$ cat src/sv/flow_hash_source_port_defines.svh
// assertion macros for the flow hash source port block
// both expect clk in scope, the first also arst_n
`ifndef FLOW_HASH_SOURCE_PORT_DEFINES_SVH
`define FLOW_HASH_SOURCE_PORT_DEFINES_SVH

`ifndef ASSERT_OFF

// checked only while out of reset
`define FHSP_ASSERT(label, prop) \
	label: assert property (@(posedge clk) disable iff (!arst_n) prop) \
		else $error("flow hash source port check failed");

// checked during reset too
`define FHSP_ASSERT_RST(label, prop) \
	label: assert property (@(posedge clk) prop) \
		else $error("flow hash source port reset check failed");

`else

`define FHSP_ASSERT(label, prop)
`define FHSP_ASSERT_RST(label, prop)

`endif

`endif

$ cat src/sv/fhsp_pkg.sv
`timescale 1ns / 1ps
`default_nettype none

package fhsp_pkg;

	localparam int WORD_W      = 32;
	localparam int PORT_W      = 16;
	localparam int CFG_DATA_W  = 32;
	localparam int CFG_INDEX_W = 2;
	localparam int MIX_WORDS   = 9;
	localparam int TAIL_WORDS  = 3;

	localparam logic [WORD_W-1:0] HASH_GOLDEN = 32'hdeadbeef;

	localparam logic [1:0]        PORT_MODE_RST  = 2'd0;
	localparam logic [WORD_W-1:0] HASH_SEED_RST  = 32'd4341;
	localparam logic [PORT_W-1:0] FIXED_PORT_RST = 16'd4341;

	localparam logic [3:0] IP_V4 = 4'd4;
	localparam logic [3:0] IP_V6 = 4'd6;

	localparam logic [7:0] PROTO_TCP  = 8'd6;
	localparam logic [7:0] PROTO_UDP  = 8'd17;
	localparam logic [7:0] PROTO_SCTP = 8'd132;

	typedef enum logic [1:0] {
		MODE_FIXED    = 2'd0,
		MODE_SHORT    = 2'd1,
		MODE_LONG     = 2'd2,
		MODE_ADAPTIVE = 2'd3
	} port_mode_t;

	typedef enum logic [CFG_INDEX_W-1:0] {
		REG_PORT_MODE  = 2'd0,
		REG_HASH_SEED  = 2'd1,
		REG_FIXED_PORT = 2'd2
	} cfg_reg_t;

	// hash state plus whatever key words are still to be consumed
	typedef struct packed {
		logic                               bypass;
		logic [PORT_W-1:0]                  bypass_port;
		logic [1:0]                         nmix;
		logic [WORD_W-1:0]                  a;
		logic [WORD_W-1:0]                  b;
		logic [WORD_W-1:0]                  c;
		logic [MIX_WORDS-1:0][WORD_W-1:0]   key;
		logic [TAIL_WORDS-1:0][WORD_W-1:0]  tail;
	} hash_pipe_t;

	function automatic logic [WORD_W-1:0] rotl32(input logic [WORD_W-1:0] x,
		input int unsigned n);
		return (x << n) | (x >> (WORD_W - n));
	endfunction

endpackage

`default_nettype wire

$ cat src/sv/fhsp_mix_round.sv
`timescale 1ns / 1ps
`default_nettype none

module fhsp_mix_round
	import fhsp_pkg::*;
(
	input  wire logic       clk,
	input  wire logic       arst_n,
	input  wire logic       en,
	input  wire logic       in_valid,
	input  wire hash_pipe_t in_pipe,
	output logic            out_valid,
	output hash_pipe_t      out_pipe
);

	logic       valid_s1;
	logic       valid_s2;
	logic       act_s1;
	hash_pipe_t pipe_s1;
	hash_pipe_t pipe_s2;
	hash_pipe_t front_d;
	hash_pipe_t back_d;
	logic       active;

	// key add and first three mix steps; consumed words shift out
	always_comb begin
		active  = (in_pipe.nmix != 2'd0);
		front_d = in_pipe;
		if (active) begin
			front_d.a = in_pipe.a + in_pipe.key[0];
			front_d.b = in_pipe.b + in_pipe.key[1];
			front_d.c = in_pipe.c + in_pipe.key[2];
			front_d.a = (front_d.a - front_d.c) ^ rotl32(front_d.c, 4);
			front_d.c = front_d.c + front_d.b;
			front_d.b = (front_d.b - front_d.a) ^ rotl32(front_d.a, 6);
			front_d.a = front_d.a + front_d.c;
			front_d.c = (front_d.c - front_d.b) ^ rotl32(front_d.b, 8);
			front_d.b = front_d.b + front_d.a;
			front_d.key  = {{TAIL_WORDS{32'd0}}, in_pipe.key[MIX_WORDS-1:TAIL_WORDS]};
			front_d.nmix = in_pipe.nmix - 2'd1;
		end
	end

	// last three mix steps
	always_comb begin
		back_d = pipe_s1;
		if (act_s1) begin
			back_d.a = (back_d.a - back_d.c) ^ rotl32(back_d.c, 16);
			back_d.c = back_d.c + back_d.b;
			back_d.b = (back_d.b - back_d.a) ^ rotl32(back_d.a, 19);
			back_d.a = back_d.a + back_d.c;
			back_d.c = (back_d.c - back_d.b) ^ rotl32(back_d.b, 4);
			back_d.b = back_d.b + back_d.a;
		end
	end

	always_ff @(posedge clk or negedge arst_n) begin
		if (!arst_n) begin
			valid_s1 <= 1'b0;
			valid_s2 <= 1'b0;
		end else if (en) begin
			valid_s1 <= in_valid;
			valid_s2 <= valid_s1;
		end
	end

	always_ff @(posedge clk) begin
		if (en) begin
			pipe_s1 <= front_d;
			act_s1  <= active;
			pipe_s2 <= back_d;
		end
	end

	assign out_valid = valid_s2;
	assign out_pipe  = pipe_s2;

endmodule

`default_nettype wire

$ cat config.mk
export PLATFORM = sky130hd
export DESIGN_NAME = fhsp_mix_round
export DESIGN_NICKNAME = d
export VERILOG_FILES = /design/src/sv/flow_hash_source_port_defines.svh /design/src/sv/fhsp_pkg.sv /design/src/sv/fhsp_mix_round.sv
export SDC_FILE = /design/constraint.sdc
export NUM_CORES = 2
export LEC_CHECK = 0
export ABC_CLOCK_PERIOD_IN_PS = 7000
export BUFFER_PORTS_ARGS = -buffer_cell sky130_fd_sc_hd__buf_2
export CAP_MARGIN = 10
export CELL_PAD_IN_SITES_DETAIL_PLACEMENT = 1
export CELL_PAD_IN_SITES_GLOBAL_PLACEMENT = 1
export CORE_AREA = 3 3 391 393
export DETAILED_ROUTE_END_ITERATION = 7
export DIE_AREA = 0 0 394 396
export GPL_ROUTABILITY_DRIVEN = 0
export PLACE_DENSITY_LB_ADDON = 0.25
export SYNTH_ARGS = -nofsm -noshare
export SYNTH_HDL_FRONTEND = slang
export SYNTH_SLANG_ARGS = --single-unit
$ cat constraint.sdc
create_clock -name clk -period 7 [get_ports clk]
set_input_delay 1.05 -clock clk [delete_from_list [all_inputs] [get_ports clk]]
set_output_delay 1.05 -clock clk [all_outputs]
set_load 0.01 [all_outputs]
# Word level (Yosys, flattened, before mapping)
# Index checks and enable logic that the tools add are counted.
# W data, S select, Z words.
word_totals:
  wordCells: 70
  ff_bits: 1001
  input_bits: 503
  output_inout_bits: 500
op_classes:
  n_reduce_logical: 1
  bitwise_logic: 12
  n_mux: 2
  add_sub_neg: 16
op_table:
  columns: ["operator", "n"]
  rows:
  - ["$mux W386", 1]
  - ["$add A32 B32 Y32", 9]
  - ["$sub A32 B32 Y32", 6]
  - ["$xor A32 B32 Y32", 6]
  - ["$mux W96", 1]
  - ["$or A32 B4 Y32", 2]
  - ["$or A32 B16 Y32", 1]
  - ["$or A32 B19 Y32", 1]
  - ["$or A32 B6 Y32", 1]
  - ["$or A32 B8 Y32", 1]
  - ["$reduce_bool A2 Y1", 1]
  - ["$sub A2 B1 Y2 const B", 1]

# Depth between registers and ports, before layout
logic_depth:
  depth_word: 8
  ltp_mapped: 44
  depth_no_buf: 44

# Worst setup path before layout
# No wires, ideal clock.
synth_path:
  kind: "input -> register"
  from: "in in_pipe[160] (netlist bit)"
  to: "reg pipe_s1[412] (netlist bit), data pin"
  path_stages: 38
  path_buffers: 0
  setup_slack_ns: -2.886
  arrival_ns: 9.623
  setup_ns: 0.263
  required_ns: 6.737
  cell_sequence: "ha_1 -> fa_1 -> a21oi_1 -> o22ai_1 -> nor4_1 -> o311ai_1 -> a31o_2 -> a21o_1 -> a211oi_1 -> o21ai_0 -> a31oi_1 -> o21bai_1 -> a2111oi_0 -> nor3_1 -> xor2_1 -> xnor2_1 -> ha_1 -> a21o_1 -> [2 not listed] -> a31o_1 -> a31o_1 -> a211o_1 -> o41ai_2 -> xnor2_1 -> inv_1 -> ha_1 -> a21oi_1 -> nor2b_1 -> or2_2 -> o41ai_1 -> o21a_1 -> nor4_1 -> a2111o_1 -> a21o_1 -> a21oi_2 -> xnor2_1 -> o21ai_1"
synth_rtl:
  columns: ["element", "line", "text"]
  rows:
  - ["start, declared", "fhsp_mix_round.sv:11", "input wire hash_pipe_t in_pipe,"]
  - ["end signal, assigned", "fhsp_mix_round.sv:69", "pipe_s1 <= front_d;"]
  - ["end, declared", "fhsp_mix_round.sv:19", "hash_pipe_t pipe_s1;"]

==> results.toml <==
[outcome]
status = "finished with violations"
violations = "setup timing"

[detailed_routing]
via_count = 54500
dr.pass1.iters = 5
vias_per_cell = 5.48
drc_errors = 0
wire_per_inst_um = 28.2
wirelength_um = 281000
drt_iter0_drc = 4442
ant_nets = 0

[timing]
setup_viol = 98
hold_viol = 0
slew_headroom_pct = 29.4
fin_crit_sh_pct = 137
worst_slack_ns = -2.57
drv_slew = 0
fin_setup_tns_ns = -108.64
min_period_ns = 9.57
fmax_mhz = 104
finalClockSkew_ns = 0.0640
rsz0062_at_grt = "true"
worst_pin_slew_ns = 1.06

[synth]
async_flop_share_pct = 0.200
netlist_instances = 5176
synth-seq-cells = 1001
ys.flop_type = "edfxtp_1"
yosysSeqAreaShare_pct = 52.0
synthTopCellsByArea = "edfxtp_1 52%, ha_1 9.4%, xnor2_1 6.6%, nand2_1 5.4%, a21oi_1 3.1%"
avgSynthCellArea_um2 = 11.2
ys_types = 88
yosysWarningCount = 0
synth_commonest_cells = "999 x edfxtp_1, 825 x nand2_1, 435 x ha_1, 434 x xnor2_1, 356 x a21oi_1"
synth-edff-count = 999
synthesis.area_um2 = 57800
yosysTopAreaCell = "edfxtp_1"
synth_top_area_share_pct = 51.9
yosysMostFrequentCell = "edfxtp_1"
syn_nets = 6156

[setup_path]
slowest_delay_ns = 0.45
worst_r2r_endpoint = "out_pipe[447]"
critPathMostFrequentCell = "a21o_1"
cp.required_ns = 7.49
slowest_stage = "or4_4"
r2r_start = "pipe_s1[448]"
ff2ff_setup_slack_ns = -0.70
cp_max_fo = 4
rr_worst_depth = 37
cp-start-kind = "primary input"
arrival_ns = 10.06
cp-end-kind = "flop"
critPathKind = "in2reg"

[grt]
track_usage_pct = 32.9
grt_pass1_vias = 55800
antenna_found_initial = 91
gr-total-overflow = 0
grt_max_degree = 182
grt_pass1_wl_um = 377000

[place]
dp_hpwl_um = 211000
post-place-ws_ns = -3.28
io_buffers = 1002

[finish]
drive_above_1_share_pct = 43.2
finalNetCount = 8763
ff_latch_area_um2 = 30000
num-fill-cells = 16200
multiInputGateArea_um2 = 30100
syn2layout_area_growth_pct = 47.2
post-route-util_pct = 56.8

[cts]
cts_buffers = 106
clock-sinks = 1001
clk_root_buffer_cell = "clkbuf_16"
clk_pin_slew_ns = 0.07
cts_buffer_depth = 3
cts_tree = "built"
hold_buffers = 0
cts.htree.levels = 3
clkLatencyLatePin_ns = 0.79

[floorplanning]
rows = 142
dieWidth_um = 394
die-area_um2 = 156000
core_area_um2 = 150000
ios = 1003
die_y_um = 396
initial_core_util_pct = 38.6

[worst_hold_path]
hold_path.class = "in2async"

[flow_run]
maxCapViolations = 0
registers in the layout, summed over array words and instances, names as in the netlist:
name       cells
out_pipe     499
back_d       403
pipe_s1       96
act_s1         1
out_valid      1
valid_s1       1
routing by layer:
| layer | GRT usage [%] | share of wire (%) | vias to the layer above |
|---|---|---|---|
| li1 | - | - | 23800 |
| met1 | 38.6 | 36 | 27100 |
| met2 | 55.8 | 48 | 2576 |
| met3 | 7.71 | 8.4 | 949 |
| met4 | 17.9 | 7.4 | 44 |
| met5 | 0 | 0.11 | - |
worst max-delay path, delay by kind of cell:
family	cells	cell delay (ns)
fa+ha+maj	5	1.40
buf+inv	4	0.46
simple gates	7	1.36
compound gates	24	4.96
xor+xnor	4	0.78
timing repair:
action	4_1_cts	5_1_grt
hold endpoints to repair	0	0
setup buffers	92	132
gates resized for setup	258	458
pin swaps	144	325
setup endpoints to repair	107	123
logic make-up after synthesis:
logic type / Yosys count / synth area share [%]
buffers and inverters: 409 / 2.67
AOI/OAI and AO/OA: 1063 / 11.8
and+or+nand+nor: 1546 / 11.8
xor gates and xnor gates: 601 / 9.33
adders and majority gates: 478 / 10.9
DFF: 1001 / 52.0
muxes: 78 / 1.52
stage by stage:
step,hold slack [ns],std cells,instance area [um^2]
floorplan,0.400,5176,58400
CTS,0.0219,9787,81900
global route,0.0421,9926,85000
global placement,0.400,9508,76300
detailed placement,0.405,9508,76300
finish,0.0730,9937,85000
cell type report:
cell class              count  share of cell area, %
diodes                     50                  0.147
clock buffers             118                   3.20
clock inverters            78                  0.993
inverters                 306                   1.36
multi-input cells        3766                   35.4
flip-flops and latches   1001                   35.3
well taps                2016                   2.97
repair buffers           2602                   20.6
how the worst max path moves through the flow:
| stage | from | end | slack [ns] | cells past startpoint |
|---|---|---|---|---|
| 2_1_floorplan | in_pipe[160] | pipe_s1[414] | -2.14 | 39 |
| 3_3_place_gp | in_pipe[164] | pipe_s1[414] | -3.01 | 41 |
| 3_5_place_dp | in_pipe[160] | pipe_s1[412] | -3.28 | 43 |
| 4_1_cts | in_pipe[160] | pipe_s1[412] | -2.13 | 41 |
| 5_1_grt | in_pipe[384] | pipe_s1[412] | -2.78 | 46 |
| 6_report | in_pipe[160] | pipe_s1[412] | -2.57 | 44 |
cell usage in the layout (no fill, tap or decap), drive strengths merged, types with 158 or more instances in the layout:
cell type / n
buf: 2602
edfxtp: 999
nand2: 825
ha: 435
xnor2: 435
a21oi: 358
inv: 313
nor2: 273
o21ai: 183
xor2: 158
Power is left out: the tool's default activity adds up to more than one toggle a clock period on the data nets, which glitch-free logic cannot reach.
