`config.mk`:
```
export PLATFORM = sky130hd
export DESIGN_NAME = fhsp_final
export DESIGN_NICKNAME = d
export VERILOG_FILES = /design/src/sv/flow_hash_source_port_defines.svh /design/src/sv/fhsp_pkg.sv /design/src/sv/fhsp_final.sv
export SDC_FILE = /design/constraint.sdc
export NUM_CORES = 1
export LEC_CHECK = 0
export ABC_AREA = 1
export BUFFER_PORTS_ARGS = -buffer_cell sky130_fd_sc_hd__buf_2
export CELL_PAD_IN_SITES_DETAIL_PLACEMENT = 0
export CELL_PAD_IN_SITES_GLOBAL_PLACEMENT = 1
export CORE_ASPECT_RATIO = 2
export CORE_MARGIN = 5
export CORE_UTILIZATION = 25
export CTS_CLUSTER_SIZE = 30
export DETAILED_ROUTE_END_ITERATION = 10
export GPL_TIMING_DRIVEN = 0
export PLACE_DENSITY = 0.66
export SYNTH_ARGS = -nofsm -noshare
export SYNTH_HDL_FRONTEND = slang
export SYNTH_SLANG_ARGS = --single-unit
```
`constraint.sdc`:
```
create_clock -name clk -period 7.9 [get_ports clk]
set_clock_uncertainty 0.1 [all_clocks]
set_input_delay 0.395 -clock clk [delete_from_list [all_inputs] [get_ports clk]]
set_output_delay 0.395 -clock clk [all_outputs]
set_load 0.01 [all_outputs]
```
`src/sv/flow_hash_source_port_defines.svh`:
```
// assertion macros for the flow hash source port block
// both expect clk in scope, the first also arst_n
`ifndef FLOW_HASH_SOURCE_PORT_DEFINES_SVH
`define FLOW_HASH_SOURCE_PORT_DEFINES_SVH

`ifndef ASSERT_OFF

// checked only while out of reset
`define FHSP_ASSERT(label, prop) \
	label: assert property (@(posedge clk) disable iff (!arst_n) prop) \
		else $error("flow hash source port check failed");

// checked during reset too
`define FHSP_ASSERT_RST(label, prop) \
	label: assert property (@(posedge clk) prop) \
		else $error("flow hash source port reset check failed");

`else

`define FHSP_ASSERT(label, prop)
`define FHSP_ASSERT_RST(label, prop)

`endif

`endif

```
`src/sv/fhsp_pkg.sv`:
```
`timescale 1ns / 1ps
`default_nettype none

package fhsp_pkg;

	localparam int WORD_W      = 32;
	localparam int PORT_W      = 16;
	localparam int CFG_DATA_W  = 32;
	localparam int CFG_INDEX_W = 2;
	localparam int MIX_WORDS   = 9;
	localparam int TAIL_WORDS  = 3;

	localparam logic [WORD_W-1:0] HASH_GOLDEN = 32'hdeadbeef;

	localparam logic [1:0]        PORT_MODE_RST  = 2'd0;
	localparam logic [WORD_W-1:0] HASH_SEED_RST  = 32'd4341;
	localparam logic [PORT_W-1:0] FIXED_PORT_RST = 16'd4341;

	localparam logic [3:0] IP_V4 = 4'd4;
	localparam logic [3:0] IP_V6 = 4'd6;

	localparam logic [7:0] PROTO_TCP  = 8'd6;
	localparam logic [7:0] PROTO_UDP  = 8'd17;
	localparam logic [7:0] PROTO_SCTP = 8'd132;

	typedef enum logic [1:0] {
		MODE_FIXED    = 2'd0,
		MODE_SHORT    = 2'd1,
		MODE_LONG     = 2'd2,
		MODE_ADAPTIVE = 2'd3
	} port_mode_t;

	typedef enum logic [CFG_INDEX_W-1:0] {
		REG_PORT_MODE  = 2'd0,
		REG_HASH_SEED  = 2'd1,
		REG_FIXED_PORT = 2'd2
	} cfg_reg_t;

	// hash state plus whatever key words are still to be consumed
	typedef struct packed {
		logic                               bypass;
		logic [PORT_W-1:0]                  bypass_port;
		logic [1:0]                         nmix;
		logic [WORD_W-1:0]                  a;
		logic [WORD_W-1:0]                  b;
		logic [WORD_W-1:0]                  c;
		logic [MIX_WORDS-1:0][WORD_W-1:0]   key;
		logic [TAIL_WORDS-1:0][WORD_W-1:0]  tail;
	} hash_pipe_t;

	function automatic logic [WORD_W-1:0] rotl32(input logic [WORD_W-1:0] x,
		input int unsigned n);
		return (x << n) | (x >> (WORD_W - n));
	endfunction

endpackage

`default_nettype wire

```
`src/sv/fhsp_final.sv`:
```
`timescale 1ns / 1ps
`default_nettype none

module fhsp_final
	import fhsp_pkg::*;
(
	input  wire logic         clk,
	input  wire logic         arst_n,
	input  wire logic         en,
	input  wire logic         in_valid,
	input  wire hash_pipe_t   in_pipe,
	output logic              out_valid,
	output logic [PORT_W-1:0] out_port
);

	logic              valid_s1;
	logic              valid_s2;
	logic              valid_s3;
	logic [WORD_W-1:0] a_s1, b_s1, c_s1;
	logic [WORD_W-1:0] c_s2;
	logic              bypass_s1, bypass_s2;
	logic [PORT_W-1:0] bport_s1, bport_s2;
	logic [PORT_W-1:0] port_s3;
	logic [WORD_W-1:0] a1, b1, c1;
	logic [WORD_W-1:0] a2, b2, c2;
	logic [PORT_W-1:0] port_d;

	// tail words in, then the first four final steps
	always_comb begin
		a1 = in_pipe.a + in_pipe.tail[0];
		b1 = in_pipe.b + in_pipe.tail[1];
		c1 = in_pipe.c + in_pipe.tail[2];
		c1 = (c1 ^ b1) - rotl32(b1, 14);
		a1 = (a1 ^ c1) - rotl32(c1, 11);
		b1 = (b1 ^ a1) - rotl32(a1, 25);
		c1 = (c1 ^ b1) - rotl32(b1, 16);
	end

	// remaining three final steps
	always_comb begin
		a2 = (a_s1 ^ c_s1) - rotl32(c_s1, 4);
		b2 = (b_s1 ^ a2) - rotl32(a2, 14);
		c2 = (c_s1 ^ b2) - rotl32(b2, 24);
	end

	// fold the hash halves into the port, or pass the bypass port
	always_comb begin
		if (bypass_s2) begin
			port_d = bport_s2;
		end else begin
			port_d = c_s2[PORT_W-1:0] + c_s2[WORD_W-1:PORT_W];
		end
	end

	always_ff @(posedge clk or negedge arst_n) begin
		if (!arst_n) begin
			valid_s1 <= 1'b0;
			valid_s2 <= 1'b0;
			valid_s3 <= 1'b0;
		end else if (en) begin
			valid_s1 <= in_valid;
			valid_s2 <= valid_s1;
			valid_s3 <= valid_s2;
		end
	end

	always_ff @(posedge clk) begin
		if (en) begin
			a_s1      <= a1;
			b_s1      <= b1;
			c_s1      <= c1;
			bypass_s1 <= in_pipe.bypass;
			bport_s1  <= in_pipe.bypass_port;
			c_s2      <= c2;
			bypass_s2 <= bypass_s1;
			bport_s2  <= bport_s1;
			port_s3   <= port_d;
		end
	end

	assign out_valid = valid_s3;
	assign out_port  = port_s3;

endmodule

`default_nettype wire

```
* After elaboration in Yosys (flattened, before gate mapping)
Cells that the tools add are included.
Storage, ports and cells: register bits after elaboration 181, word-level logic and storage cells 38, output and inout bits 17
Cells by class: muxes and demuxes 1, $add $sub $neg 11, bitwise logic cells 14
Operator list (count):
- $sub 32x32->32 | 7
- $xor 32x32->32 | 7
- $add 32x32->32 | 3
- $or 32x14->32 | 2
- $or 32x11->32 | 1
- $or 32x16->32 | 1
- $or 32x24->32 | 1
- $or 32x25->32 | 1
- $or 32x4->32 | 1
- $add 16x16->16 | 1
- $mux 16 | 1

* Depth between registers and ports, before layout
word-level depth 9, mapped depth 77

* Worst setup path before layout
No wires, ideal clock.
path type input-to-reg, from input in_pipe[32] in the netlist's numbering, to register c_s1[31] (data pin), data arrival time 8.792 ns, cell stages on the path 66, library setup time 0.252 ns, path slack -1.244 ns, data required time 7.548 ns, cell sequence ha_1 > fa_1 > nand3_1 > nand3_1 > nand4_1 > nand3_2 > a21oi_1 > inv_1 > a21oi_1 > xor2_1 > ha_1 > nand2_1 > nor3_1 > nand2_1 > o211ai_1 > nand3_1 > nand2_1 > a21oi_1 > [30 not listed] > nand2_1 > nand3_1 > nand3_2 > nand2_2 > nand2_2 > nand3_1 > nand2_1 > xor2_1 > xor2_1 > ha_1 > a21oi_1 > o21ai_0 > a21oi_1 > o21ai_0 > a21oi_1 > nand2_1 > nand2_1 > nand2_1
Between the ends: longest elaborated chain between the ends 9, elaborated cells between the ends (all ways) 13, those cells by class add/sub: 5; bitwise: 8
Ends and longest elaborated chain:
- from (decl) | line fhsp_final.sv:11 | input wire hash_pipe_t in_pipe,
- $add 32x32->32 (*) | line fhsp_final.sv:31 | b1 = in_pipe.b + in_pipe.tail[1];
- $xor 32x32->32 / $or 32x14->32 (equally long branches) | line fhsp_final.sv:33, fhsp_pkg.sv:53
- $sub 32x32->32 | line fhsp_final.sv:33 | c1 = (c1 ^ b1) - rotl32(b1, 14);
- $xor 32x32->32 / $or 32x11->32 (equally long branches) | line fhsp_final.sv:34, fhsp_pkg.sv:53
- $sub 32x32->32 | line fhsp_final.sv:34 | a1 = (a1 ^ c1) - rotl32(c1, 11);
- $xor 32x32->32 / $or 32x25->32 (equally long branches) | line fhsp_final.sv:35, fhsp_pkg.sv:53
- $sub 32x32->32 (*) | line fhsp_final.sv:35 | b1 = (b1 ^ a1) - rotl32(a1, 25);
- net b1[22] | line fhsp_final.sv:24 | logic [WORD_W-1:0] a1, b1, c1;
- $xor 32x32->32 / $or 32x16->32 (equally long branches) | line fhsp_final.sv:36, fhsp_pkg.sv:53
- $sub 32x32->32 (*) | line fhsp_final.sv:36 | c1 = (c1 ^ b1) - rotl32(b1, 16);
- net c1[31] | line fhsp_final.sv:24
- to (signal assigned) | line fhsp_final.sv:71 | c_s1 <= c1;
- to (decl) | line fhsp_final.sv:19 | logic [WORD_W-1:0] a_s1, b_s1, c_s1;
The timed path passes the listed nets; every way through them passes the cells marked *. A chain may end at the register's enable or synchronous reset.

* Final worst setup path
from input in_pipe[416] in the netlist's numbering, to register c_s1[24] (data pin)
Between the ends: longest elaborated chain between the ends 9, elaborated cells between the ends (all ways) 13, those cells by class add/sub: 5; bitwise: 8
Ends and longest elaborated chain (line):
- $add 32x32->32 (*) | fhsp_final.sv:31
- $xor 32x32->32 / $or 32x14->32 (equally long branches) | fhsp_final.sv:33, fhsp_pkg.sv:53
- $sub 32x32->32 (*) | fhsp_final.sv:33
- $xor 32x32->32 / $or 32x11->32 (equally long branches) | fhsp_final.sv:34, fhsp_pkg.sv:53
- $sub 32x32->32 (*) | fhsp_final.sv:34
- net a1[9] | fhsp_final.sv:24
- $or 32x25->32 / $xor 32x32->32 (equally long branches) | fhsp_pkg.sv:53, fhsp_final.sv:35
- $sub 32x32->32 (*) | fhsp_final.sv:35
- $xor 32x32->32 / $or 32x16->32 (equally long branches) | fhsp_final.sv:36, fhsp_pkg.sv:53
- $sub 32x32->32 (*) | fhsp_final.sv:36
- net c1[24] | fhsp_final.sv:24
Marks and branches as above.

==> results.toml <==
[logic_synthesis]
yosys-top-cells-area = "edfxtp_1, ha_1, nand2_1"
synth.distinct_cells = 63
yosysSeqAreaShare = 0.208
yosysWarnings = 0
synth_area_leader_cell = "edfxtp_1"
syn_area_per_cell_um2 = 7.11
synthArstFlopShare = 0.0166
netlist_area_mm2 = 0.0261
synth_seq_cells = 181
synth_edf_count = 178
synthesis.instances = 3673
synth.most_common_cell = "nand2_1"
ys_top_cells_by_count = "nand2_1, inv_1, ha_1"
synth_top_area_share = 0.205
synthesis.nets = 4502
synthFlopType = "edfxtp_1"

[global_routing]
grt_overflow_total = 0
gr-usage-all-layers = 0.225
grt_pass1_wl_mm = 181
grt_max_degree = 97
first_global_vias = 27700
antenna_found_initial = 3

[die]
rows = 167
ios = 520
dieWidth_um = 239
start_util = 0.252
core-area_mm2 = 0.104
fp.dieArea_mm2 = 0.111
die_h_um = 467

[finish]
drive_gt1_frac = 0.346
num-nets-final = 5046
instances_no_fill = 5583
syn_to_final_growth_pct = 43.4
nFillCells = 11100

[critical_path]
cp_data_arrival_time_ps = 9450
cpMostUsedCell = "nand2_2"
cp-end-kind = "register"
start_kind = "input pin"
cp_data_required_time_ps = 8010
critical-path-max-stage-delay_ps = 440
crit_type = "in -> reg"
cp_max_fo = 5
crit_start = "in_pipe[416]"
r2r-start = "c_s1[0]"
cpMaxStageDelayCell = "a311o_1"

[sta]
setup_viol = 42
worst_slew_pin_slew_ps = 1460
relSlewSlack = 0.0235
setup_slack_ps = -1440
maxSlewViolCount = 0
finalHoldViolCount = 0
rsz0062_at_grt = "true"
fmaxAchievable_mhz = 107
period_minus_slack_ps = 9340
period_share = 1.18

[clocking]
root_buffer = "clkbuf_16"
clkLatencyLatePin_ps = 460
path_clk_slew_ps = 70
cts_tree = "yes"
clock_path_buffers = 2
cts_made_buffers = 17
h-tree-depth = 4
numClockSinks = 181

[drt]
wl_per_cell_um = 23.3
drcViolationCount = 0
ant_nets = 0
drt_iter0_drc = 1196
routed_via_density = 4.84
dr.pass1.iters = 5
routed_wl_mm = 130
vias = 27000

[place]
place_congestion = 1.04
dp_slack_ps = -5420
dp_cells = 5256
portBuffers = 229
dp_hpwl_mm = 109

[outcome]
violations = "setup timing"
status = "finished with violations"

[run]
cap_violations = 0

[worst_hold_path]
hp-start = "in_pipe[491]"
hp-class = "in -> reg"
## state kept, by name, summed over array words and instances, names as in the netlist
signal / flops
a_s1: 32
b_s1: 32
bport_s1: 16
bport_s2: 16
bypass_s1: 1
bypass_s2: 1
c_s1: 32
c_s2: 32
out_port: 16
out_valid: 1
valid_s1: 1
valid_s2: 1
## kinds of logic after synthesis
group / share of synthesized area
AO/OA/AOI/OAI: 0.126
XOR/XNOR: 0.157
adder cells (fa/ha/maj): 0.159
buffers and inverters: 0.0773
flip-flops: 0.208
multiplexers: 0.000431
AND/OR/NAND/NOR: 0.272
## worst paths after layout
check	to	slack [ps]	cells past startpoint
min	bport_s1[9]	20	1
max	c_s1[24]	-1440	60
min in group asynchronous	valid_s1	150	2
min reg2reg	bport_s2[15]	310	0
max reg2reg	c_s2[31]	-100	45
max in group asynchronous	valid_s2	7430	2
## cells in the final DEF (no fill, tap or decap), drive strengths merged, types with 22 or more instances in the layout
cell type,count
edfxtp,178
o21bai,22
a21oi,326
o21ai,140
inv,530
nand4,68
nor2,214
xnor2,147
ha,316
nand3,226
nor3,28
xor2,309
nand2,1027
buf,527
## metal layers
layer  GRT usage  vias to the layer above  wire length, µm
met5           0                        -               33
met4       0.246                        4            19000
met3      0.0303                      447             4870
met2       0.429                      856            68200
met1       0.184                    12500            37900
li1            -                    13200                -
## repair_timing
item,in CTS,in global routing
setup endpoints to repair,115,82
endpoints found under the hold margin,3,0
resized for setup,658,305
pin swaps,206,214
hold buffers,1,0
setup buffers,193,103
## stage by stage
step	cell area, µm²	TNS, ps	utilization	hold WS (ps)
3_5_place_dp	29400	-302450	0.284	96.5
2_1_floorplan	26500	-15230	-	-0.591
6_report	37400	-37110	0.361	18.5
4_1_cts	35100	-40800	0.339	0.184
5_1_grt	37400	-50660	0.361	4.73
3_3_place_gp	29300	-320280	0.283	92.9
## critical path, delay by kind of cell
family | cells | cell delay, ps
AO/OA/AOI/OAI | 14 | 2240
XOR/XNOR | 4 | 920
adder cells (fa/ha/maj) | 6 | 1830
buffers and inverters | 6 | 690
AND/OR/NAND/NOR | 30 | 3300
## area by class of cell
class / instances / area [µm²] / share of cell area
diodes: 2 / 5.00 / 0.000134
plain buffers: 5 / 30.0 / 0.000802
clock buffers: 18 / 429 / 0.0115
clock inverters: 13 / 104 / 0.00277
inverters: 530 / 2030 / 0.0541
multi-input cells: 2956 / 23900 / 0.639
flip-flops and latches: 181 / 5420 / 0.145
well taps: 1352 / 1690 / 0.0452
repair buffers: 526 / 3820 / 0.102
Power is not shown: default switching activity piles up to over one toggle a cycle in this logic, so the estimate is an artifact.
