===== src/sv/flow_hash_source_port_defines.svh =====
// assertion macros for the flow hash source port block
// both expect clk in scope, the first also arst_n
`ifndef FLOW_HASH_SOURCE_PORT_DEFINES_SVH
`define FLOW_HASH_SOURCE_PORT_DEFINES_SVH

`ifndef ASSERT_OFF

// checked only while out of reset
`define FHSP_ASSERT(label, prop) \
	label: assert property (@(posedge clk) disable iff (!arst_n) prop) \
		else $error("flow hash source port check failed");

// checked during reset too
`define FHSP_ASSERT_RST(label, prop) \
	label: assert property (@(posedge clk) prop) \
		else $error("flow hash source port reset check failed");

`else

`define FHSP_ASSERT(label, prop)
`define FHSP_ASSERT_RST(label, prop)

`endif

`endif


===== src/sv/fhsp_pkg.sv =====
`timescale 1ns / 1ps
`default_nettype none

package fhsp_pkg;

	localparam int WORD_W      = 32;
	localparam int PORT_W      = 16;
	localparam int CFG_DATA_W  = 32;
	localparam int CFG_INDEX_W = 2;
	localparam int MIX_WORDS   = 9;
	localparam int TAIL_WORDS  = 3;

	localparam logic [WORD_W-1:0] HASH_GOLDEN = 32'hdeadbeef;

	localparam logic [1:0]        PORT_MODE_RST  = 2'd0;
	localparam logic [WORD_W-1:0] HASH_SEED_RST  = 32'd4341;
	localparam logic [PORT_W-1:0] FIXED_PORT_RST = 16'd4341;

	localparam logic [3:0] IP_V4 = 4'd4;
	localparam logic [3:0] IP_V6 = 4'd6;

	localparam logic [7:0] PROTO_TCP  = 8'd6;
	localparam logic [7:0] PROTO_UDP  = 8'd17;
	localparam logic [7:0] PROTO_SCTP = 8'd132;

	typedef enum logic [1:0] {
		MODE_FIXED    = 2'd0,
		MODE_SHORT    = 2'd1,
		MODE_LONG     = 2'd2,
		MODE_ADAPTIVE = 2'd3
	} port_mode_t;

	typedef enum logic [CFG_INDEX_W-1:0] {
		REG_PORT_MODE  = 2'd0,
		REG_HASH_SEED  = 2'd1,
		REG_FIXED_PORT = 2'd2
	} cfg_reg_t;

	// hash state plus whatever key words are still to be consumed
	typedef struct packed {
		logic                               bypass;
		logic [PORT_W-1:0]                  bypass_port;
		logic [1:0]                         nmix;
		logic [WORD_W-1:0]                  a;
		logic [WORD_W-1:0]                  b;
		logic [WORD_W-1:0]                  c;
		logic [MIX_WORDS-1:0][WORD_W-1:0]   key;
		logic [TAIL_WORDS-1:0][WORD_W-1:0]  tail;
	} hash_pipe_t;

	function automatic logic [WORD_W-1:0] rotl32(input logic [WORD_W-1:0] x,
		input int unsigned n);
		return (x << n) | (x >> (WORD_W - n));
	endfunction

endpackage

`default_nettype wire


===== src/sv/fhsp_key_build.sv =====
`timescale 1ns / 1ps
`default_nettype none

module fhsp_key_build
	import fhsp_pkg::*;
(
	input  wire logic              clk,
	input  wire logic              arst_n,
	input  wire logic              en,
	input  wire logic              in_valid,
	input  wire logic [1:0]        port_mode,
	input  wire logic [WORD_W-1:0] hash_seed,
	input  wire logic [PORT_W-1:0] fixed_port,
	input  wire logic [3:0]        ip_version,
	input  wire logic [63:0]       src_addr_hi,
	input  wire logic [63:0]       src_addr_lo,
	input  wire logic [63:0]       dst_addr_hi,
	input  wire logic [63:0]       dst_addr_lo,
	input  wire logic [7:0]        protocol,
	input  wire logic [WORD_W-1:0] port_word,
	input  wire logic              port_word_missing,
	output logic                   out_valid,
	output hash_pipe_t             out_pipe
);

	logic              valid_s1;
	hash_pipe_t        pipe_s1;
	hash_pipe_t        pipe_d;
	logic              is_v4;
	logic              hashed;
	logic              long_key;
	logic [WORD_W-1:0] proto_w;
	logic [WORD_W-1:0] key_len;

	always_comb begin
		is_v4    = (ip_version == IP_V4);
		hashed   = (port_mode != MODE_FIXED) && (is_v4 || ip_version == IP_V6);
		long_key = (port_mode == MODE_LONG) ||
			((port_mode == MODE_ADAPTIVE) &&
			 (protocol == PROTO_UDP || protocol == PROTO_TCP || protocol == PROTO_SCTP));
		proto_w  = {24'd0, protocol};

		pipe_d             = '0;
		pipe_d.bypass      = 1'b0;
		pipe_d.bypass_port = fixed_port;
		if (!hashed) begin
			pipe_d.bypass = 1'b1;
		end else if (long_key && port_word_missing) begin
			pipe_d.bypass      = 1'b1;
			pipe_d.bypass_port = '0;
		end

		if (is_v4) begin
			if (long_key) begin
				pipe_d.nmix    = 2'd1;
				pipe_d.key[0]  = src_addr_lo[31:0];
				pipe_d.key[1]  = dst_addr_lo[31:0];
				pipe_d.key[2]  = proto_w;
				pipe_d.tail[0] = port_word;
				key_len        = 32'd4;
			end else begin
				pipe_d.nmix    = 2'd0;
				pipe_d.tail[0] = src_addr_lo[31:0];
				pipe_d.tail[1] = dst_addr_lo[31:0];
				pipe_d.tail[2] = proto_w;
				key_len        = 32'd3;
			end
		end else begin
			pipe_d.key[0] = src_addr_hi[63:32];
			pipe_d.key[1] = src_addr_hi[31:0];
			pipe_d.key[2] = src_addr_lo[63:32];
			pipe_d.key[3] = src_addr_lo[31:0];
			pipe_d.key[4] = dst_addr_hi[63:32];
			pipe_d.key[5] = dst_addr_hi[31:0];
			if (long_key) begin
				pipe_d.nmix    = 2'd3;
				pipe_d.key[6]  = dst_addr_lo[63:32];
				pipe_d.key[7]  = dst_addr_lo[31:0];
				pipe_d.key[8]  = proto_w;
				pipe_d.tail[0] = port_word;
				key_len        = 32'd10;
			end else begin
				pipe_d.nmix    = 2'd2;
				pipe_d.tail[0] = dst_addr_lo[63:32];
				pipe_d.tail[1] = dst_addr_lo[31:0];
				pipe_d.tail[2] = proto_w;
				key_len        = 32'd9;
			end
		end

		pipe_d.a = HASH_GOLDEN + (key_len << 2) + hash_seed;
		pipe_d.b = pipe_d.a;
		pipe_d.c = pipe_d.a;
	end

	always_ff @(posedge clk or negedge arst_n) begin
		if (!arst_n) begin
			valid_s1 <= 1'b0;
		end else if (en) begin
			valid_s1 <= in_valid;
		end
	end

	always_ff @(posedge clk) begin
		if (en && in_valid) begin
			pipe_s1 <= pipe_d;
		end
	end

	assign out_valid = valid_s1;
	assign out_pipe  = pipe_s1;

endmodule

`default_nettype wire


===== config.mk =====
export PLATFORM = sky130hd
export DESIGN_NAME = fhsp_key_build
export DESIGN_NICKNAME = d
export VERILOG_FILES = /design/src/sv/flow_hash_source_port_defines.svh /design/src/sv/fhsp_pkg.sv /design/src/sv/fhsp_key_build.sv
export SDC_FILE = /design/constraint.sdc
export NUM_CORES = 1
export LEC_CHECK = 0
export ABC_AREA = 1
export ABC_CLOCK_PERIOD_IN_PS = 800
export BUFFER_PORTS_ARGS = -buffer_cell sky130_fd_sc_hd__buf_2
export CAP_MARGIN = 25
export CORE_AREA = 2 2 330 332
export CTS_CLUSTER_DIAMETER = 60
export DETAILED_ROUTE_END_ITERATION = 12
export DIE_AREA = 0 0 332 334
export SYNTH_ARGS = -nofsm -noshare
export SYNTH_HDL_FRONTEND = slang
export SYNTH_SLANG_ARGS = --single-unit

===== constraint.sdc =====
create_clock -name clk -period 0.8 [get_ports clk]
set_clock_uncertainty 0.05 [all_clocks]
set_input_delay 0.16 -clock clk [delete_from_list [all_inputs] [get_ports clk]]
set_output_delay 0.16 -clock clk [all_outputs]
set_load 0.05 [all_outputs]

* Word-level counts from Yosys, hierarchy flattened *
Index checks and enable logic that the tools add are counted.

word-level totals
  register bits = 436
  input bits = 355

operators by class
  $add $sub $neg = 2
  eq/ne operators = 7
  mux-type cells = 13
  bitwise operators = 1
  reductions and logical operators = 10

operators with widths
  cell                                                                   count
  192-bit 2-to-1 mux                                                     1
  72-bit 2-to-1 mux                                                      1
  32-bit 2-to-1 mux                                                      2
  40-bit 2-to-1 mux                                                      1
  32-bit adder                                                           1
  32-bit adder, first input constant                                     1
  30-bit 2-to-1 mux                                                      1
  17-bit 2-to-1 mux                                                      1
  16-bit 2-to-1 mux                                                      1
  4-bit by 3-bit equality test with 1-bit output, second input constant  2
  8-bit by 3-bit equality test with 1-bit output, second input constant  1
  8-bit by 5-bit equality test with 1-bit output, second input constant  1
  8-bit equality test, second input constant                             1
  2-bit equality test, second input constant                             2
  1-bit logical AND                                                      4
  1-bit logical OR                                                       4
  2-bit 2-to-1 mux                                                       2
  3-bit 2-to-1 mux                                                       1
  1-bit 2-to-1 mux                                                       2
  2-bit nonzero test                                                     1
  2-bit OR reduction                                                     1
  1-bit NOT                                                              1

* Depth between registers and ports, before layout *
  depth after elaboration = 9
  mapped depth = 22
  mapped depth without buffers = 20

* Worst setup path after synthesis *
No wires, ideal clock.

  path kind = input port to flip-flop
  start = in en
  end = reg pipe_s1, in the netlist out_pipe[0] (enable)
  setup time = 736 ps
  data arrival time = 7,649 ps
  required time = 14 ps
  path slack = -7,635 ps
  cell stages on the path = 2
  path buffers = 0
  path through = nand2_1 inv_1

between the ends
  word-level cells in the longest chain between the ends = 1

RTL lines
  what                  RTL line               source
  start, declared       fhsp_key_build.sv:9    input wire logic en,
  1-bit logical AND     fhsp_key_build.sv:105  if (en && in_valid) begin
  end signal, assigned  fhsp_key_build.sv:106  pipe_s1 <= pipe_d;
  end, declared         fhsp_key_build.sv:27   hash_pipe_t pipe_s1;

No other way between the ends.
A chain may end at the register's enable or synchronous reset.

==> run metrics <==
DRT iter0 DRCs=1130; first-pass GRT wire length=125000 um; Max Clock Freq=464 MHz; Nets=3699; I/O pins=855; Synth Area in Compound Gates=2.59%; Mapped Cells=1994; area delta synth->final=88.0%; routed len/inst=19.1 um; Final Non-Filler Cells=4776; Critical Path Max Stage Delay=0.26 ns; Net Sw Frac=33.4%; clock slew at reported path FFs=0.06 ns; Initial Utilization=17.6%; Syn. warnings=0; CP bufs+invs=5; mux contribution to synthesized area=0%; final worst slack=-1.35 ns; Netlist Area Pre-Place=0.0189 sq mm; failing checks=negative hold slack, negative setup slack; Syn Area/Cell=9.50 sq um; Place WS=-2.10 ns; area leader, netlist=edfxtp_1; RSZ-0062 raised after global routing=yes; critical path arrival=2.46 ns; Critical Path Sink Type=flip-flop; Placed Instances=4306; total CTS buffers=52; Synth top area share=61.4%; die area=0.111 sq mm; CP Launch Type=primary input; CP max-delay cell=ha_4; Tmin final=2.15 ns; Placer Congestion=0.927; clock group share of total power=33.3%; synth unique cells=30; Pleak=16.8 nW; vias per cell=3.89; Seq cells post-synth=388; Final ANT Viol Nets=0; Die X=332 um; Total Routing Usage GR=15.5%; adder-cell share of the synthesized area=2.42%; Worst VDD drop=1.38 mV; Die Y=334 um; Slew headroom=56.9%; # fillers=10600; max cap viols=0; layout cells sized above 1=36.4%; PwrDens=1900 mW/mm^2; final hold vios=2; initial antenna violation count=37; Final period util=269%; deepest level of the CTS H-tree=2; Sw Pwr=22.6 mW; CTS tree=yes; Area contributors post-synth=edfxtp_1, nand2_1, inv_1; classification of the worst setup path=in -> reg; core area=0.108 sq mm; number of global-route vias before repair=18700; largest net degree at the start of global routing=50; DR vias=18600; Seq/Total Area, Yosys=61.5%; CTS Hold Bufs=333; Final HPWL DP=65700 um; largest family of logic cells by synthesized area=simple AND/OR/NAND/NOR gates; CTS Buffer Depth=3; GR Overflow Total=0; Worst Max-Slew Pin Slew=0.647 ns; Root Buffer=clkbuf_16; Flop pwr share=37.3%; final wirelength=91100 um; clk sinks=388; Skew-Pair Late Insertion Delay=0.62 ns; Min Hold Slack=-0.214 ns; CP top delay family=simple AND/OR/NAND/NOR gates; cell-internal power=45.1 mW; DRC viols=0; port buffer count=806; row count=121; Hold Path Class=in -> reg; fin. max-slew vios=0; Worst Path Required=1.11 ns; drt pass-1 iters=5; final setup vio count=1217; Post-Synth XOR/XNOR Area=0.740%; Simple-Gate Fraction of Synth Area=18.0%; Cell Chain, Critical Path=buf_12, inv_16, nand2_4, xor2_2, inv_2, nand4_4, nand2_4, ha_4, ha_4, inv_2, ha_4, nand3_2, nand3_2, nand3_2, nand3b_1, buf_4, xor2_1; status=finished with violations; Max FO, Critical Path=6; power share of the combinational group=29.4%
## Yosys cell counts, drive strengths merged
library cell and number:
ha 35, and2 3, nand3 36, nand3b 33
a21oi 15, xor2 15, fa 1, nor3 8
nand4 6, a21boi 1, conb 1, edfxtp 387
a21o 1, clkbuf 25, inv 438, nand2 554
o21bai 2, buf 149, xnor2 1, nor2 205
dfrtp 1, o21ai 77
## repair_timing
| item | 4_1_cts | 5_1_grt |
|---|---|---|
| cloned | 4 | 1 |
| setup buffers | 17 | 7 |
| pin swaps | 23 | 12 |
| resized for setup | 739 | 144 |
| endpoints found under the setup margin | 829 | 1218 |
| endpoints found under the hold margin | 366 | 2 |
## power groups by stage
| stage | combinational [mW] | sequential (mW) | clock (mW) |
|---|---|---|---|
| floorplan | 5.38 | 30.3 | 0 |
| global placement | 16.0 | 25.3 | 0 |
| detailed placement | 16.1 | 25.3 | 0 |
| CTS | 19.5 | 25.2 | 23.1 |
| global route | 20.8 | 25.4 | 23.9 |
| finish | 19.9 | 25.2 | 22.6 |
## worst paths after layout
check	from	endpoint	slack, ns	cells after the start
setup / recovery	protocol[7]	out_pipe[396]$_DFFE_PP_	-1.35	17
min in group asynchronous	arst_n	out_valid$_DFFE_PN0P_	0.34	3
hold reg to reg	out_valid$_DFFE_PN0P_	out_valid$_DFFE_PN0P_	0.51	2
setup reg to reg	out_valid$_DFFE_PN0P_	out_valid$_DFFE_PN0P_	0.11	2
max in group asynchronous	arst_n	out_valid$_DFFE_PN0P_	0.25	3
hold / removal	in_valid	out_valid$_DFFE_PN0P_	-0.21	3
## per-layer routing
layer  part of all wire [%]  GRT usage, %  wire length (um)
met5                   0.15             0               136
met4                    4.3          6.16              3880
met3                    9.1          5.15              8290
met2                     48          26.3             43700
met1                     39          18.0             35100
## layout by cell type, fill, tap and decap left out, types with 14 or more instances in the layout
master,count
ha_1,27
diode_2,16
dlygate4sd3_1,333
o21ai_1,70
edfxtp_1,387
buf_4,188
nand3b_1,33
xor2_1,14
nand2_2,25
buf_12,138
buf_6,357
nand2_1,517
inv_1,427
conb_1,48
clkbuf_16,53
nor2_1,197
nand3_1,20
buf_2,351
## sequential cells by signal, indices dropped and copies added, names as in the netlist
signal     flops
out_pipe     387
out_valid      1
## area by class of cell
cell class	instances	area (sq um)	area share [%]
sequential	388	11600	32.7
multi-input combinational	1041	5130	14.4
timing repair buffer	1387	13700	38.4
inverter	438	1680	4.73
antenna	16	40.0	0.112
clock inverter	31	307	0.861
clock buffer	61	1340	3.75
tap	1414	1770	4.97
## logic make-up (layout without fill, tap and decap cells)
family          count (synthesis)  after routing
xor+xnor                       16             16
fa+ha+maj                      36             36
compound gates                 96             96
buf+inv                       612           1917
simple gates                  845            845
flops                         388            388
other cells                     1             64
## metrics by stage
step / utilization (%) / hold WS [ns] / cell area (sq um) / total power [mW] / TNS, ns
finish: 33.0 / -0.214 / 35600 / 67.7 / -648.77
global route: 33.0 / -0.242 / 35600 / 70.1 / -699.52
CTS: 32.6 / -0.271 / 35100 / 67.9 / -627.99
detailed placement: 25.5 / -0.112 / 27500 / 41.4 / -655.82
global placement: 25.5 / -0.115 / 27500 / 41.3 / -645.33
floorplan: - / -0.186 / 19900 / 35.7 / -2449.66
## worst register-to-register path, cell delays in order (launching register included)
cell	delay (ns)
dfrtp_2	0.41
inv_1	0.05
o21ai_0	0.06
Note: power is estimated with default switching activity, not from simulation.
